File: src/palqr_pkg.sv
// Types and constants shared by the pitch axis controller and its channels.
`default_nettype none
package palqr_pkg;

    localparam int IDX_W   = 3;
    localparam int DATA_W  = 16;

    localparam logic [7:0]  STARTUP_TICKS = 8'd5;
    localparam logic [10:0] STICK_HI      = 11'd1050;
    localparam logic [10:0] STICK_LO      = 11'd1000;
    localparam logic [11:0] STICK_MID     = 12'd1024;
    localparam logic [27:0] STEP_K        = 28'd312;
    localparam logic [27:0] MOUSE_K       = 28'd624;
    localparam logic [16:0] DEG5          = 17'd357;
    localparam logic [16:0] DEG20         = 17'd1430;
    localparam logic [10:0] DEG15         = 11'd1072;
    localparam logic [27:0] DIV_RECIP     = 28'd256415958;
    localparam logic [61:0] DIV_HALF      = 62'd2195456;
    localparam logic signed [61:0] TORQUE_LIM = 62'sd20480;

    localparam logic [15:0] RST_ANGLE_MIN = 16'hF800;
    localparam logic [15:0] RST_ANGLE_MAX = 16'd2048;
    localparam logic [15:0] RST_STICK_G   = 16'd64;
    localparam logic [15:0] RST_MOUSE_G   = 16'd64;
    localparam logic [15:0] RST_POS_G     = 16'd10240;
    localparam logic [15:0] RST_SPEED_G   = 16'd609;
    localparam logic [15:0] RST_INT_G     = 16'd9830;
    localparam logic [15:0] RST_FF        = 16'd4096;

    typedef enum logic [IDX_W-1:0] {
        CFG_ANGLE_MIN = 3'd0,
        CFG_ANGLE_MAX = 3'd1,
        CFG_STICK_G   = 3'd2,
        CFG_MOUSE_G   = 3'd3,
        CFG_POS_G     = 3'd4,
        CFG_SPEED_G   = 3'd5,
        CFG_INT_G     = 3'd6,
        CFG_FF        = 3'd7
    } t_cfg_idx;

    typedef enum logic [15:0] {
        S_IDLE  = 16'h0001,
        S_STEP1 = 16'h0002,
        S_S2    = 16'h0004,
        S_S3    = 16'h0008,
        S_M2    = 16'h0010,
        S_M3    = 16'h0020,
        S_M4    = 16'h0040,
        S_CLAMP = 16'h0080,
        S_I1    = 16'h0100,
        S_I2    = 16'h0200,
        S_I3    = 16'h0400,
        S_DIV   = 16'h0800,
        S_I4    = 16'h1000,
        S_A1    = 16'h2000,
        S_A2    = 16'h4000,
        S_OUT   = 16'h8000
    } t_state;

endpackage
`default_nettype wire

File: src/palqr_if.sv
// Request channels of the pitch axis controller: tick input, result and register write.
`default_nettype none
interface palqr_in_if;
    logic        valid;
    logic        ready;
    logic        link_ok;
    logic        link_started;
    logic        referee_link;
    logic [10:0] stick_ud;
    logic [15:0] mouse_du;
    logic [15:0] mouse_pitch;
    logic        vision_request;
    logic [15:0] vision_pitch;
    logic [15:0] motor_position;
    logic [15:0] motor_speed;

    modport source (
        output valid, link_ok, link_started, referee_link, stick_ud, mouse_du, mouse_pitch,
               vision_request, vision_pitch, motor_position, motor_speed,
        input  ready
    );
    modport sink (
        input  valid, link_ok, link_started, referee_link, stick_ud, mouse_du, mouse_pitch,
               vision_request, vision_pitch, motor_position, motor_speed,
        output ready
    );
endinterface

interface palqr_out_if;
    logic        valid;
    logic        ready;
    logic [15:0] torque;
    logic [15:0] target_angle;
    logic        drive_enabled;

    modport source (output valid, torque, target_angle, drive_enabled, input ready);
    modport sink (input valid, torque, target_angle, drive_enabled, output ready);
endinterface

interface palqr_cfg_if;
    logic                            valid;
    logic                            ready;
    logic [palqr_pkg::IDX_W-1:0]     index;
    logic [palqr_pkg::DATA_W-1:0]    data;

    modport source (output valid, index, data, input ready);
    modport sink (input valid, index, data, output ready);
endinterface
`default_nettype wire

File: src/pitch_axis_lqr_integral_control.sv
// Pitch axis state feedback controller with a variable integral, one request per tick.
// Usage:
// Each request on i_in is one control tick: link flags, stick and mouse values, an
// optional vision target and the measured motor angle and speed. Each tick returns
// exactly one result request on o_out with the torque, the clamped target angle and
// the drive enable flag. Registers are written through i_cfg, which is always ready;
// write them only while no tick is in flight.
// Timing: one shared 34 by 28 bit multiplier is sequenced over the tick, and the
// integral increment is divided by a constant through a reciprocal multiply on the
// same multiplier. A stick step adds states S_S2 and S_S3 and a mouse step S_M2 to
// S_M4 before S_CLAMP; the result is registered in S_OUT. i_in is ready again in the
// cycle after, so a new tick is taken only once the last one has left S_OUT.
// A finished result waits in the output register; while the receiver stalls, the
// next tick is taken and computed, and it then waits until the output register frees.
// Reset loads the register defaults and clears the target, the integral, the startup
// count and the pending link flag; the torque stays at zero for the first ticks.
`default_nettype none
module pitch_axis_lqr_integral_control (
    input  wire logic       i_clk,
    input  wire logic       i_rst_n,
    palqr_in_if.sink        i_in,
    palqr_out_if.source     o_out,
    palqr_cfg_if.sink       i_cfg
);

    palqr_pkg::t_state r_state;

    logic [15:0] r_amin, r_amax, r_stick_g, r_mouse_g, r_pos_g, r_speed_g, r_int_g, r_ff;

    logic signed [15:0] r_target;
    logic signed [31:0] r_isum;
    logic [7:0]         r_startup;
    logic               r_skip;

    logic        r_link_ok, r_referee, r_vreq;
    logic [10:0] r_stick;
    logic [15:0] r_mouse_du, r_mouse_pitch, r_vision, r_pos, r_speed;

    logic signed [27:0] r_t;
    logic signed [61:0] r_prod;
    logic signed [27:0] r_aux;
    logic signed [16:0] r_err;
    logic [10:0]        r_fade;
    logic [27:0]        r_x;
    logic               r_neg;
    logic signed [39:0] r_acc;

    logic               r_ovalid;
    logic [15:0]        r_torque;
    logic [15:0]        r_tgt_out;
    logic               r_en;

    logic signed [33:0] mul_a;
    logic signed [27:0] mul_b;

    logic signed [11:0] stick_off;
    logic signed [27:0] amin28, amax28;
    logic               move;
    logic signed [61:0] step_s, step_m;
    logic signed [27:0] tv;
    logic signed [16:0] err;
    logic [16:0]        err_mag;
    logic               same;
    logic [10:0]        fade;
    logic [61:0]        div_mag;
    logic [61:0]        div_sum;
    logic signed [28:0] iterm;
    logic signed [32:0] isum33;
    logic signed [31:0] isum32;
    logic signed [61:0] tq_r;
    logic signed [61:0] tq;
    logic               out_load;

    function automatic logic signed [61:0] f_rnd(input logic signed [61:0] v,
                                                 input logic [5:0] sh);
        logic [61:0] mag;
        logic [61:0] q;
        mag = v[61] ? 62'(-v) : 62'(v);
        q = (mag + (62'd1 << (sh - 6'd1))) >> sh;
        return v[61] ? -$signed(q) : $signed(q);
    endfunction

    assign i_in.ready         = (r_state == palqr_pkg::S_IDLE);
    assign i_cfg.ready        = 1'b1;
    assign o_out.valid        = r_ovalid;
    assign o_out.torque       = r_torque;
    assign o_out.target_angle = r_tgt_out;
    assign o_out.drive_enabled = r_en;

    assign stick_off = $signed({1'b0, r_stick}) - $signed(palqr_pkg::STICK_MID);
    assign amin28    = {{12{r_amin[15]}}, r_amin};
    assign amax28    = {{12{r_amax[15]}}, r_amax};

    always_comb begin
        logic up;
        logic dn;
        up = (((r_stick > palqr_pkg::STICK_HI) && !r_referee) || r_mouse_du[15])
             && (r_t > amin28);
        dn = (((r_stick < palqr_pkg::STICK_LO) && !r_referee)
             || (!r_mouse_du[15] && (r_mouse_du != 16'd0))) && (r_t < amax28);
        move = up || dn;
    end

    assign step_s = f_rnd(r_prod, 6'd16);
    assign step_m = f_rnd(r_prod, 6'd32);

    always_comb begin
        tv = (r_link_ok && r_vreq) ? {{12{r_vision[15]}}, r_vision} : r_t;
        if (tv < amin28) begin
            tv = amin28;
        end
        if (tv > amax28) begin
            tv = amax28;
        end
    end

    always_comb begin
        err     = $signed({r_target[15], r_target}) - $signed({r_pos[15], r_pos});
        err_mag = err[16] ? 17'(-err) : 17'(err);
        same    = ((err > 17'sd0) && (r_isum > 32'sd0)) || (err[16] && r_isum[31]);
        if (!same || (err_mag <= palqr_pkg::DEG5)) begin
            fade = palqr_pkg::DEG15;
        end else if (err_mag <= palqr_pkg::DEG20) begin
            fade = 11'(palqr_pkg::DEG20 - err_mag);
        end else begin
            fade = 11'd0;
        end
    end

    assign div_mag = r_prod[61] ? 62'(-r_prod) : 62'(r_prod);
    assign div_sum = div_mag + palqr_pkg::DIV_HALF;

    always_comb begin
        iterm  = r_neg ? -$signed({1'b0, r_prod[61:34]}) : $signed({1'b0, r_prod[61:34]});
        isum33 = $signed({r_isum[31], r_isum}) + $signed({{4{iterm[28]}}, iterm});
        if (isum33[32] != isum33[31]) begin
            isum32 = isum33[32] ? 32'sh8000_0000 : 32'sh7FFF_FFFF;
        end else begin
            isum32 = isum33[31:0];
        end
    end

    always_comb begin
        tq_r = f_rnd({{22{r_acc[39]}}, r_acc}, 6'd8);
        if (tq_r > palqr_pkg::TORQUE_LIM) begin
            tq = palqr_pkg::TORQUE_LIM;
        end else if (tq_r < -palqr_pkg::TORQUE_LIM) begin
            tq = -palqr_pkg::TORQUE_LIM;
        end else begin
            tq = tq_r;
        end
    end

    assign out_load = (r_state == palqr_pkg::S_OUT) && (!r_ovalid || o_out.ready);

    always_comb begin
        mul_a = 34'sd0;
        mul_b = 28'sd0;
        case (r_state)
            palqr_pkg::S_STEP1: begin
                if (r_mouse_pitch == 16'd0) begin
                    mul_a = $signed({18'd0, r_stick_g});
                    mul_b = {{16{stick_off[11]}}, stick_off};
                end else begin
                    mul_a = $signed({18'd0, r_mouse_g});
                    mul_b = $signed(palqr_pkg::MOUSE_K);
                end
            end
            palqr_pkg::S_S2: begin
                mul_a = r_prod[33:0];
                mul_b = $signed(palqr_pkg::STEP_K);
            end
            palqr_pkg::S_M2: begin
                mul_a = $signed({18'd0, r_stick_g});
                mul_b = {{12{r_mouse_pitch[15]}}, r_mouse_pitch};
            end
            palqr_pkg::S_M3: begin
                mul_a = r_prod[33:0];
                mul_b = r_aux;
            end
            palqr_pkg::S_I1: begin
                mul_a = $signed({18'd0, r_int_g});
                mul_b = {{11{err[16]}}, err};
            end
            palqr_pkg::S_I2: begin
                mul_a = r_prod[33:0];
                mul_b = $signed({17'd0, r_fade});
            end
            palqr_pkg::S_DIV: begin
                mul_a = $signed({6'd0, palqr_pkg::DIV_RECIP});
                mul_b = $signed(r_x);
            end
            palqr_pkg::S_I4: begin
                mul_a = $signed({18'd0, r_pos_g});
                mul_b = {{11{r_err[16]}}, r_err};
            end
            palqr_pkg::S_A1: begin
                mul_a = $signed({18'd0, r_speed_g});
                mul_b = {{12{r_speed[15]}}, r_speed};
            end
            default: begin
                mul_a = 34'sd0;
                mul_b = 28'sd0;
            end
        endcase
    end

    always_ff @(posedge i_clk) begin
        r_prod <= mul_a * mul_b;
    end

    always_ff @(posedge i_clk) begin
        if (!i_rst_n) begin
            r_amin    <= palqr_pkg::RST_ANGLE_MIN;
            r_amax    <= palqr_pkg::RST_ANGLE_MAX;
            r_stick_g <= palqr_pkg::RST_STICK_G;
            r_mouse_g <= palqr_pkg::RST_MOUSE_G;
            r_pos_g   <= palqr_pkg::RST_POS_G;
            r_speed_g <= palqr_pkg::RST_SPEED_G;
            r_int_g   <= palqr_pkg::RST_INT_G;
            r_ff      <= palqr_pkg::RST_FF;
        end else if (i_cfg.valid) begin
            unique case (palqr_pkg::t_cfg_idx'(i_cfg.index))
                palqr_pkg::CFG_ANGLE_MIN: r_amin    <= i_cfg.data;
                palqr_pkg::CFG_ANGLE_MAX: r_amax    <= i_cfg.data;
                palqr_pkg::CFG_STICK_G:   r_stick_g <= i_cfg.data;
                palqr_pkg::CFG_MOUSE_G:   r_mouse_g <= i_cfg.data;
                palqr_pkg::CFG_POS_G:     r_pos_g   <= i_cfg.data;
                palqr_pkg::CFG_SPEED_G:   r_speed_g <= i_cfg.data;
                palqr_pkg::CFG_INT_G:     r_int_g   <= i_cfg.data;
                palqr_pkg::CFG_FF:        r_ff      <= i_cfg.data;
                default: begin
                end
            endcase
        end
    end

    always_ff @(posedge i_clk) begin
        if (!i_rst_n) begin
            r_state   <= palqr_pkg::S_IDLE;
            r_target  <= 16'sd0;
            r_isum    <= 32'sd0;
            r_startup <= 8'd0;
            r_skip    <= 1'b0;
            r_ovalid  <= 1'b0;
        end else begin
            if (out_load) begin
                r_ovalid <= 1'b1;
            end else if (o_out.ready) begin
                r_ovalid <= 1'b0;
            end
            unique case (r_state)
                palqr_pkg::S_IDLE: begin
                    if (i_in.valid) begin
                        r_link_ok     <= i_in.link_ok;
                        r_referee     <= i_in.referee_link;
                        r_stick       <= i_in.stick_ud;
                        r_mouse_du    <= i_in.mouse_du;
                        r_mouse_pitch <= i_in.mouse_pitch;
                        r_vreq        <= i_in.vision_request;
                        r_vision      <= i_in.vision_pitch;
                        r_pos         <= i_in.motor_position;
                        r_speed       <= i_in.motor_speed;
                        if (!r_skip && i_in.link_started) begin
                            r_t <= 28'sd0;
                        end else begin
                            r_t <= {{12{r_target[15]}}, r_target};
                        end
                        if (r_skip) begin
                            r_skip <= 1'b0;
                        end else if (i_in.link_started) begin
                            r_startup <= 8'd0;
                        end
                        r_state <= palqr_pkg::S_STEP1;
                    end
                end
                palqr_pkg::S_STEP1: begin
                    if (!r_link_ok) begin
                        r_skip  <= 1'b1;
                        r_state <= palqr_pkg::S_CLAMP;
                    end else if (!move) begin
                        r_state <= palqr_pkg::S_CLAMP;
                    end else if (r_mouse_pitch == 16'd0) begin
                        r_state <= palqr_pkg::S_S2;
                    end else begin
                        r_state <= palqr_pkg::S_M2;
                    end
                end
                palqr_pkg::S_S2: begin
                    r_state <= palqr_pkg::S_S3;
                end
                palqr_pkg::S_S3: begin
                    r_t     <= r_t - $signed(step_s[27:0]);
                    r_state <= palqr_pkg::S_CLAMP;
                end
                palqr_pkg::S_M2: begin
                    r_aux   <= r_prod[27:0];
                    r_state <= palqr_pkg::S_M3;
                end
                palqr_pkg::S_M3: begin
                    r_state <= palqr_pkg::S_M4;
                end
                palqr_pkg::S_M4: begin
                    r_t     <= r_t + $signed(step_m[27:0]);
                    r_state <= palqr_pkg::S_CLAMP;
                end
                palqr_pkg::S_CLAMP: begin
                    r_target <= tv[15:0];
                    r_state  <= palqr_pkg::S_I1;
                end
                palqr_pkg::S_I1: begin
                    r_err   <= err;
                    r_fade  <= fade;
                    r_state <= palqr_pkg::S_I2;
                end
                palqr_pkg::S_I2: begin
                    r_state <= palqr_pkg::S_I3;
                end
                palqr_pkg::S_I3: begin
                    r_x     <= div_sum[43:16];
                    r_neg   <= r_prod[61];
                    r_state <= palqr_pkg::S_DIV;
                end
                palqr_pkg::S_DIV: begin
                    r_state <= palqr_pkg::S_I4;
                end
                palqr_pkg::S_I4: begin
                    r_isum  <= isum32;
                    r_acc   <= $signed({{4{isum32[31]}}, isum32, 4'd0})
                               - $signed({{16{r_ff[15]}}, r_ff, 8'd0});
                    r_state <= palqr_pkg::S_A1;
                end
                palqr_pkg::S_A1: begin
                    r_acc   <= r_acc + r_prod[39:0];
                    r_state <= palqr_pkg::S_A2;
                end
                palqr_pkg::S_A2: begin
                    r_acc   <= r_acc - $signed({r_prod[35:0], 4'd0});
                    r_state <= palqr_pkg::S_OUT;
                end
                palqr_pkg::S_OUT: begin
                    if (out_load) begin
                        r_tgt_out <= r_target;
                        if (r_startup > palqr_pkg::STARTUP_TICKS) begin
                            r_torque <= tq[15:0];
                            r_en     <= 1'b1;
                        end else begin
                            if (r_startup != 8'hFF) begin
                                r_startup <= r_startup + 8'd1;
                            end
                            r_torque <= 16'd0;
                            r_en     <= 1'b0;
                        end
                        r_state <= palqr_pkg::S_IDLE;
                    end
                end
                default: begin
                    r_state <= palqr_pkg::S_IDLE;
                end
            endcase
        end
    end

`ifndef SYNTHESIS
    a_accept_starts: assert property (@(posedge i_clk) disable iff (!i_rst_n)
        (i_in.valid && i_in.ready) |=> (r_state == palqr_pkg::S_STEP1))
        else $error("Accepted request did not start the tick sequence.");

    a_torque_limit: assert property (@(posedge i_clk) disable iff (!i_rst_n)
        o_out.valid |-> ($signed(o_out.torque) <= 16'sd20480
                         && $signed(o_out.torque) >= -16'sd20480))
        else $error("Torque result is outside the torque limit.");

    a_hold_zero: assert property (@(posedge i_clk) disable iff (!i_rst_n)
        (o_out.valid && !o_out.drive_enabled) |-> (o_out.torque == 16'd0))
        else $error("Torque is nonzero while the drive is held off.");

    a_target_range: assert property (@(posedge i_clk) disable iff (!i_rst_n)
        ((r_state == palqr_pkg::S_I1) && $stable(r_amin) && $stable(r_amax)
         && ($signed(r_amin) <= $signed(r_amax)))
        |-> (($signed(r_target) >= $signed(r_amin)) && ($signed(r_target) <= $signed(r_amax))))
        else $error("Clamped target lies outside the angle limits.");

    a_div_order: assert property (@(posedge i_clk) disable iff (!i_rst_n)
        (r_state == palqr_pkg::S_I4) |-> ($past(r_state) == palqr_pkg::S_DIV))
        else $error("Integral update was reached without the reciprocal multiply.");
`endif

endmodule
`default_nettype wire

File: src/flat_wrapper.sv
// flat-port wrapper written by rule: the top's interface ports become plain ports
module pitch_axis_lqr_integral_control_flat 
  (i_clk, i_rst_n, i_in_valid, i_in_link_ok, i_in_link_started, i_in_referee_link, i_in_stick_ud, i_in_mouse_du, i_in_mouse_pitch, i_in_vision_request, i_in_vision_pitch, i_in_motor_position, i_in_motor_speed, i_in_ready, o_out_valid, o_out_torque, o_out_target_angle, o_out_drive_enabled, o_out_ready, i_cfg_valid, i_cfg_index, i_cfg_data, i_cfg_ready);
  palqr_in_if i_in_i ();
  palqr_out_if o_out_i ();
  palqr_cfg_if i_cfg_i ();
  input  wire logic i_clk;
  input  wire logic i_rst_n;
  input wire logic [$bits(i_in_i.valid)-1:0] i_in_valid;
  input wire logic [$bits(i_in_i.link_ok)-1:0] i_in_link_ok;
  input wire logic [$bits(i_in_i.link_started)-1:0] i_in_link_started;
  input wire logic [$bits(i_in_i.referee_link)-1:0] i_in_referee_link;
  input wire logic [$bits(i_in_i.stick_ud)-1:0] i_in_stick_ud;
  input wire logic [$bits(i_in_i.mouse_du)-1:0] i_in_mouse_du;
  input wire logic [$bits(i_in_i.mouse_pitch)-1:0] i_in_mouse_pitch;
  input wire logic [$bits(i_in_i.vision_request)-1:0] i_in_vision_request;
  input wire logic [$bits(i_in_i.vision_pitch)-1:0] i_in_vision_pitch;
  input wire logic [$bits(i_in_i.motor_position)-1:0] i_in_motor_position;
  input wire logic [$bits(i_in_i.motor_speed)-1:0] i_in_motor_speed;
  output wire logic [$bits(i_in_i.ready)-1:0] i_in_ready;
  output wire logic [$bits(o_out_i.valid)-1:0] o_out_valid;
  output wire logic [$bits(o_out_i.torque)-1:0] o_out_torque;
  output wire logic [$bits(o_out_i.target_angle)-1:0] o_out_target_angle;
  output wire logic [$bits(o_out_i.drive_enabled)-1:0] o_out_drive_enabled;
  input wire logic [$bits(o_out_i.ready)-1:0] o_out_ready;
  input wire logic [$bits(i_cfg_i.valid)-1:0] i_cfg_valid;
  input wire logic [$bits(i_cfg_i.index)-1:0] i_cfg_index;
  input wire logic [$bits(i_cfg_i.data)-1:0] i_cfg_data;
  output wire logic [$bits(i_cfg_i.ready)-1:0] i_cfg_ready;
  assign i_in_i.valid = i_in_valid;
  assign i_in_i.link_ok = i_in_link_ok;
  assign i_in_i.link_started = i_in_link_started;
  assign i_in_i.referee_link = i_in_referee_link;
  assign i_in_i.stick_ud = i_in_stick_ud;
  assign i_in_i.mouse_du = i_in_mouse_du;
  assign i_in_i.mouse_pitch = i_in_mouse_pitch;
  assign i_in_i.vision_request = i_in_vision_request;
  assign i_in_i.vision_pitch = i_in_vision_pitch;
  assign i_in_i.motor_position = i_in_motor_position;
  assign i_in_i.motor_speed = i_in_motor_speed;
  assign i_in_ready = i_in_i.ready;
  assign o_out_valid = o_out_i.valid;
  assign o_out_torque = o_out_i.torque;
  assign o_out_target_angle = o_out_i.target_angle;
  assign o_out_drive_enabled = o_out_i.drive_enabled;
  assign o_out_i.ready = o_out_ready;
  assign i_cfg_i.valid = i_cfg_valid;
  assign i_cfg_i.index = i_cfg_index;
  assign i_cfg_i.data = i_cfg_data;
  assign i_cfg_ready = i_cfg_i.ready;
  pitch_axis_lqr_integral_control u_core (.i_clk(i_clk), .i_rst_n(i_rst_n), .i_in(i_in_i), .o_out(o_out_i), .i_cfg(i_cfg_i));
endmodule
File: config.mk
export PLATFORM = sky130hd
export DESIGN_NAME = pitch_axis_lqr_integral_control_flat
export DESIGN_NICKNAME = d
export VERILOG_FILES = /design/src/palqr_pkg.sv /design/src/palqr_if.sv /design/src/pitch_axis_lqr_integral_control.sv /design/src/flat_wrapper.sv
export SDC_FILE = /design/constraint.sdc
export NUM_CORES = 2
export LEC_CHECK = 0
export BUFFER_PORTS_ARGS = -buffer_cell sky130_fd_sc_hd__buf_4
export CAP_MARGIN = 25
export CORE_MARGIN = 1.5
export CORE_UTILIZATION = 40
export CTS_CLUSTER_DIAMETER = 60
export DETAILED_ROUTE_END_ITERATION = 7
export PLACE_DENSITY_LB_ADDON = 0.12
export SLEW_MARGIN = 40
export SYNTH_ARGS = -nofsm -noshare
export SYNTH_HDL_FRONTEND = slang
export SYNTH_SLANG_ARGS = --single-unit
File: constraint.sdc
create_clock -name i_clk -period 13.15 [get_ports i_clk]
set_input_delay 2.63 -clock i_clk [delete_from_list [all_inputs] [get_ports i_clk]]
set_output_delay 2.63 -clock i_clk [all_outputs]
set_load 0.1 [all_outputs]
==> impl.org <==
** Timing
- For this run, the top clock speed supported by timing is just over 80 MHz.
- In the finished design, the share of the clock period the worst path needs comes to around 93%.
- Setup repair after global routing missed its margin :: no
- Total of endpoints with negative setup slack in the final report :: 0
- Endpoints failing hold :: 0
- Setup skew after layout :: around 0.050 ns
- Summed over all failing endpoints, the final setup total negative slack is 0 ns.
- In this run the tightest slew margin relative to its limit is a little under 30%.
- Worst path setup slack after routing :: a little under 1 ns
- Count of final max-slew check failures :: 0
- Actual slew at the worst max-slew pin :: about 1.0 ns
- Clock period minus final worst setup slack :: around 12 ns

** Min path
- Worst hold path cell count :: 2
- The worst hold path begins at u_core.r_pos_g[12].
- Worst hold path type :: flip-flop to flip-flop
- The path with the worst hold slack has its endpoint at u_core.r_pos_g[12].

** Critical path
- Critical Setup Path Class :: flip-flop to flip-flop
- The endpoint identified for the worst register-to-register timing path is u_core.r_prod[61].
- Slack of the worst reg-to-reg path :: 0.96 ns
- In this design, the critical path's most frequently occurring cell is sky130_fd_sc_hd__fa_1.
- Delay of the slowest cell on the worst path :: approximately 0.63 ns
- Cell type group with the largest total delay on the critical path :: adder cells
- Setup crit end kind :: flip-flop
- The startpoint identified for the worst register-to-register timing path is u_core.r_target[0].
- Worst Reg-to-Reg Cells :: 39
- STA classifies the critical path startpoint as a flip-flop.
- Data arrival time of the critical path :: 12.78 ns
- Worst Path Max Fanout :: 20
- Req. time, crit path :: between 10 and 15 ns
- Slowest library cell on the worst path :: sky130_fd_sc_hd__inv_1
- Worst path bufs/invs :: 3

** Yosys
- For this run, the register share of the synthesized area comes to about 18%.
- The synthesized netlist contains approximately 120 unique library cells.
- Averaged over all synthesized cells, the footprint is about 8.7 sq um.
- sky130_fd_sc_hd__fa_1 takes more of the synthesized area than any other cell.
- Most used DFF post-synth :: sky130_fd_sc_hd__edfxtp_1
- Proportion of register bits with asynchronous set or reset after synthesis :: 0%
- For this run, the number of Yosys warnings is 0.
- The mapped netlist covers 74080 sq um.
- By area the synthesized netlist is led by sky130_fd_sc_hd__fa_1 27%, sky130_fd_sc_hd__edfxtp_1 11%, sky130_fd_sc_hd__ha_1 8.5%, sky130_fd_sc_hd__dfxtp_1 7.1%, sky130_fd_sc_hd__nand2_1 6.5%.
- FF+latch count, synth :: 544
- sky130_fd_sc_hd__nand2_1 is the most common cell in the netlist.
- Synthesis produced a netlist whose cell count is 8526.
- The number of nets handed over by synthesis was 10130.
- Counting flops with a built-in enable in the synthesized netlist gives 280.
- Summed over its instances, the top area cell type makes up a little over a quarter of the synthesized netlist area.
- Leading post-synthesis cells by instance count :: 1278 x sky130_fd_sc_hd__nand2_1, 1198 x sky130_fd_sc_hd__inv_1, 985 x sky130_fd_sc_hd__fa_1

** Pwr
- In this run, flip-flops and latches consume roughly two fifths of the power.
- Reported leakage power :: around 37 nW
- In this run switching power makes up approximately 28% of total power.
- Portion of total power attributed to combinational logic :: roughly an eighth
- Power per cell area :: 57.73 nW/um^2
- Net switching power figure :: 1.324 mW
- Share of total power in the clock network :: about half
- The internal portion of the total power is between 3 and 4 mW.
- Maximum VDD drop :: about 0.09 mV
- Overall power consumption :: roughly 4.7 mW

** Clock network
- The H-tree generated during clock tree synthesis spans 3 levels.
- The later pin in the worst-skew pair is clocked with a latency of 0.72 ns.
- Root buf cell :: sky130_fd_sc_hd__clkbuf_16
- Maximum count of clock buffers along a single path :: 3
- Clock slew seen by the registers of the worst setup and hold paths :: about 0.06 ns
- Clock tree sinks :: 544
- CTS Buf Count :: 80
- TritonCTS built the clock tree.
- Post-CTS setup-driven buffer insertion count :: 0
- Post_cts resized :: 0
- Hold repair after CTS inserted 0 buffers.

** Die
- Floorplan row count :: roughly 160
- From left edge to right edge, the die measures roughly 430 um.
- The die covers 187800 sq um.
- The initial utilization of the core area, before any placement, comes to 40.37%.
- For this design the top-level I/O count stands at 155.
- Measured along the y axis, the die boundary spans 433.3 um.
- Area of the placeable core :: about 180000 sq um

** Placed design
- Number of port buffers :: 153
- Dpl cell area :: 78910 sq um
- Before CTS, the worst setup slack after placement is 1.118 ns.
- HPWL Detailed :: approximately 210 mm
- The congestion estimate from routability-driven global placement came to approximately 0.95.

** Global routing
- Entering global routing, the biggest net connects approximately 130 pins.
- Global routing used 28.03% of the available tracks.
- The first global-routing pass estimated about 400 mm of wire.
- Initial antenna violation count :: 6
- Number of global-route vias before repair :: just over 60000
- Residual overflow from global routing :: 0

** Route
- For this block, the initial DRC count from the detailed router was approximately 4900.
- Before antenna repair, the detailed router went through 6 iterations.
- Final wirelength :: 263.9 mm
- Detail Route Antenna Nets :: 0
- After detailed routing, the number of vias per cell comes to about 5.6.
- Post-route DRC violation count :: 0
- Wirelength per Cell :: 23.71 um
- Vias :: a little over 60000

** Final layout
- Share of layout cells above drive strength 1 :: a little over 8%
- Final Util :: between 40% and 50%
- The final layout contains between 10000 and 15000 nets.
- The finished cells cover 81780 sq um.
- From synthesis to final layout, the design area changed by 10.39%.

** Outcome
- The run finished with clean final reports.

** Job
- Maximum Capacitance Violations :: 0
-- placed cells by master, fill, tap and decap left out, types with 37 or more instances in the layout --
cell	synthesis	final
sky130_fd_sc_hd__nand4_1	73	73
sky130_fd_sc_hd__a211oi_1	52	37
sky130_fd_sc_hd__dfxtp_1	264	262
sky130_fd_sc_hd__o21ai_0	295	286
sky130_fd_sc_hd__buf_4	2	381
sky130_fd_sc_hd__a31oi_1	47	47
sky130_fd_sc_hd__o31ai_1	48	48
sky130_fd_sc_hd__nand2_1	1278	1277
sky130_fd_sc_hd__nor4_1	63	58
sky130_fd_sc_hd__inv_1	1198	1196
sky130_fd_sc_hd__mux2i_1	52	52
sky130_fd_sc_hd__a22oi_1	42	42
sky130_fd_sc_hd__a21o_1	140	140
sky130_fd_sc_hd__nor2_1	656	649
sky130_fd_sc_hd__xor2_1	176	173
sky130_fd_sc_hd__nor3_1	120	117
sky130_fd_sc_hd__xnor2_1	345	344
sky130_fd_sc_hd__clkbuf_16	0	83
sky130_fd_sc_hd__a21oi_1	391	388
sky130_fd_sc_hd__ha_1	502	502
sky130_fd_sc_hd__and3_1	45	44
sky130_fd_sc_hd__edfxtp_1	280	280
sky130_fd_sc_hd__fa_1	985	984
sky130_fd_sc_hd__o21a_1	48	48
sky130_fd_sc_hd__and2_1	65	64
sky130_fd_sc_hd__or3_1	51	50
sky130_fd_sc_hd__nand2b_1	78	78
sky130_fd_sc_hd__nor2b_1	57	57
sky130_fd_sc_hd__nand3_1	130	126
-- cell type report --
type,instances,area (sq um)
clock inverters,50,614.3
well taps,2464,3083
inverters,1202,4514
diodes,3,7.507
fillers,18210,101700
flip-flops and latches,544,13700
repair buffers,385,2917
multi-input cells,6382,54750
clock buffers,100,2191
-- state kept, by name, summed over array words and instances (netlist names), 17 cells and up --
signal and cells:
u_core.r_err 17, u_core.r_aux 28, u_core.r_t 28, u_core.r_prod 62, u_core.r_acc 40, u_core.r_isum 32
u_core.r_x 28
-- logic make-up (layout without fill, tap and decap cells) --
family	count (synthesis)	after routing	share of synthesized area [%]
and+or+nand+nor	2802	2802	17.26
AOI/OAI and AO/OA	1494	1494	13.66
DFF	544	544	18.49
adders and majority gates	1487	1487	35.10
xor gates and xnor gates	525	525	6.265
buffers and inverters	1600	1737	8.207
other	1	4	0.005062
muxes	73	73	1.022
-- per-layer routing --
layer / vias to the layer above / GRT usage (%) / wire length (um)
met3: 355 / 3.097 / 14940
met4: 4 / 10.41 / 10870
met1: 31420 / 38.45 / 115300
met2: 2020 / 45.50 / 122800
met5: - / 0 / 27
li1: 28420 / - / -
-- worst register-to-register path, delay by kind of cell, from the launching register on --
family | cells | cell delay, ns
compound gates | 16 | 3.98
simple gates | 8 | 1.65
xor+xnor | 1 | 0.11
flops | 1 | 0.37
fa+ha+maj | 11 | 4.98
buf+inv | 3 | 0.99
-- stage by stage --
step	instances	hold WS [ns]
after floorplan	8526	0.4288
after global placement	10970	0.4411
after detailed placement	10980	0.4463
after CTS	11130	0.4542
after global routing	11130	0.4711
final	11130	0.4526
-- worst max-delay path by stage --
stage	startpoint	end	slack (ns)	depth (start not counted)
finish	u_core.r_target[0]	u_core.r_prod[61]	0.96	39
global route	u_core.r_target[0]	u_core.r_prod[61]	0.33	39
CTS	u_core.r_target[0]	u_core.r_prod[60]	1.05	42
detailed placement	u_core.r_target[0]	u_core.r_prod[60]	1.12	42
global placement	u_core.r_target[0]	u_core.r_prod[61]	1.0	43
floorplan	u_core.r_pos[0]	u_core.r_prod[61]	2.10	44
-- power groups by stage --
| stage | sequential [mW] | clock, mW | combinational, mW |
|---|---|---|---|
| after floorplan | 1.88 | 0 | 0.378 |
| after global placement | 1.89 | 0 | 0.578 |
| after detailed placement | 1.89 | 0 | 0.585 |
| after CTS | 1.85 | 2.31 | 0.588 |
| after global routing | 1.86 | 2.38 | 0.647 |
| final | 1.85 | 2.28 | 0.592 |
No activity file was read; power rests on OpenSTA's default activity.
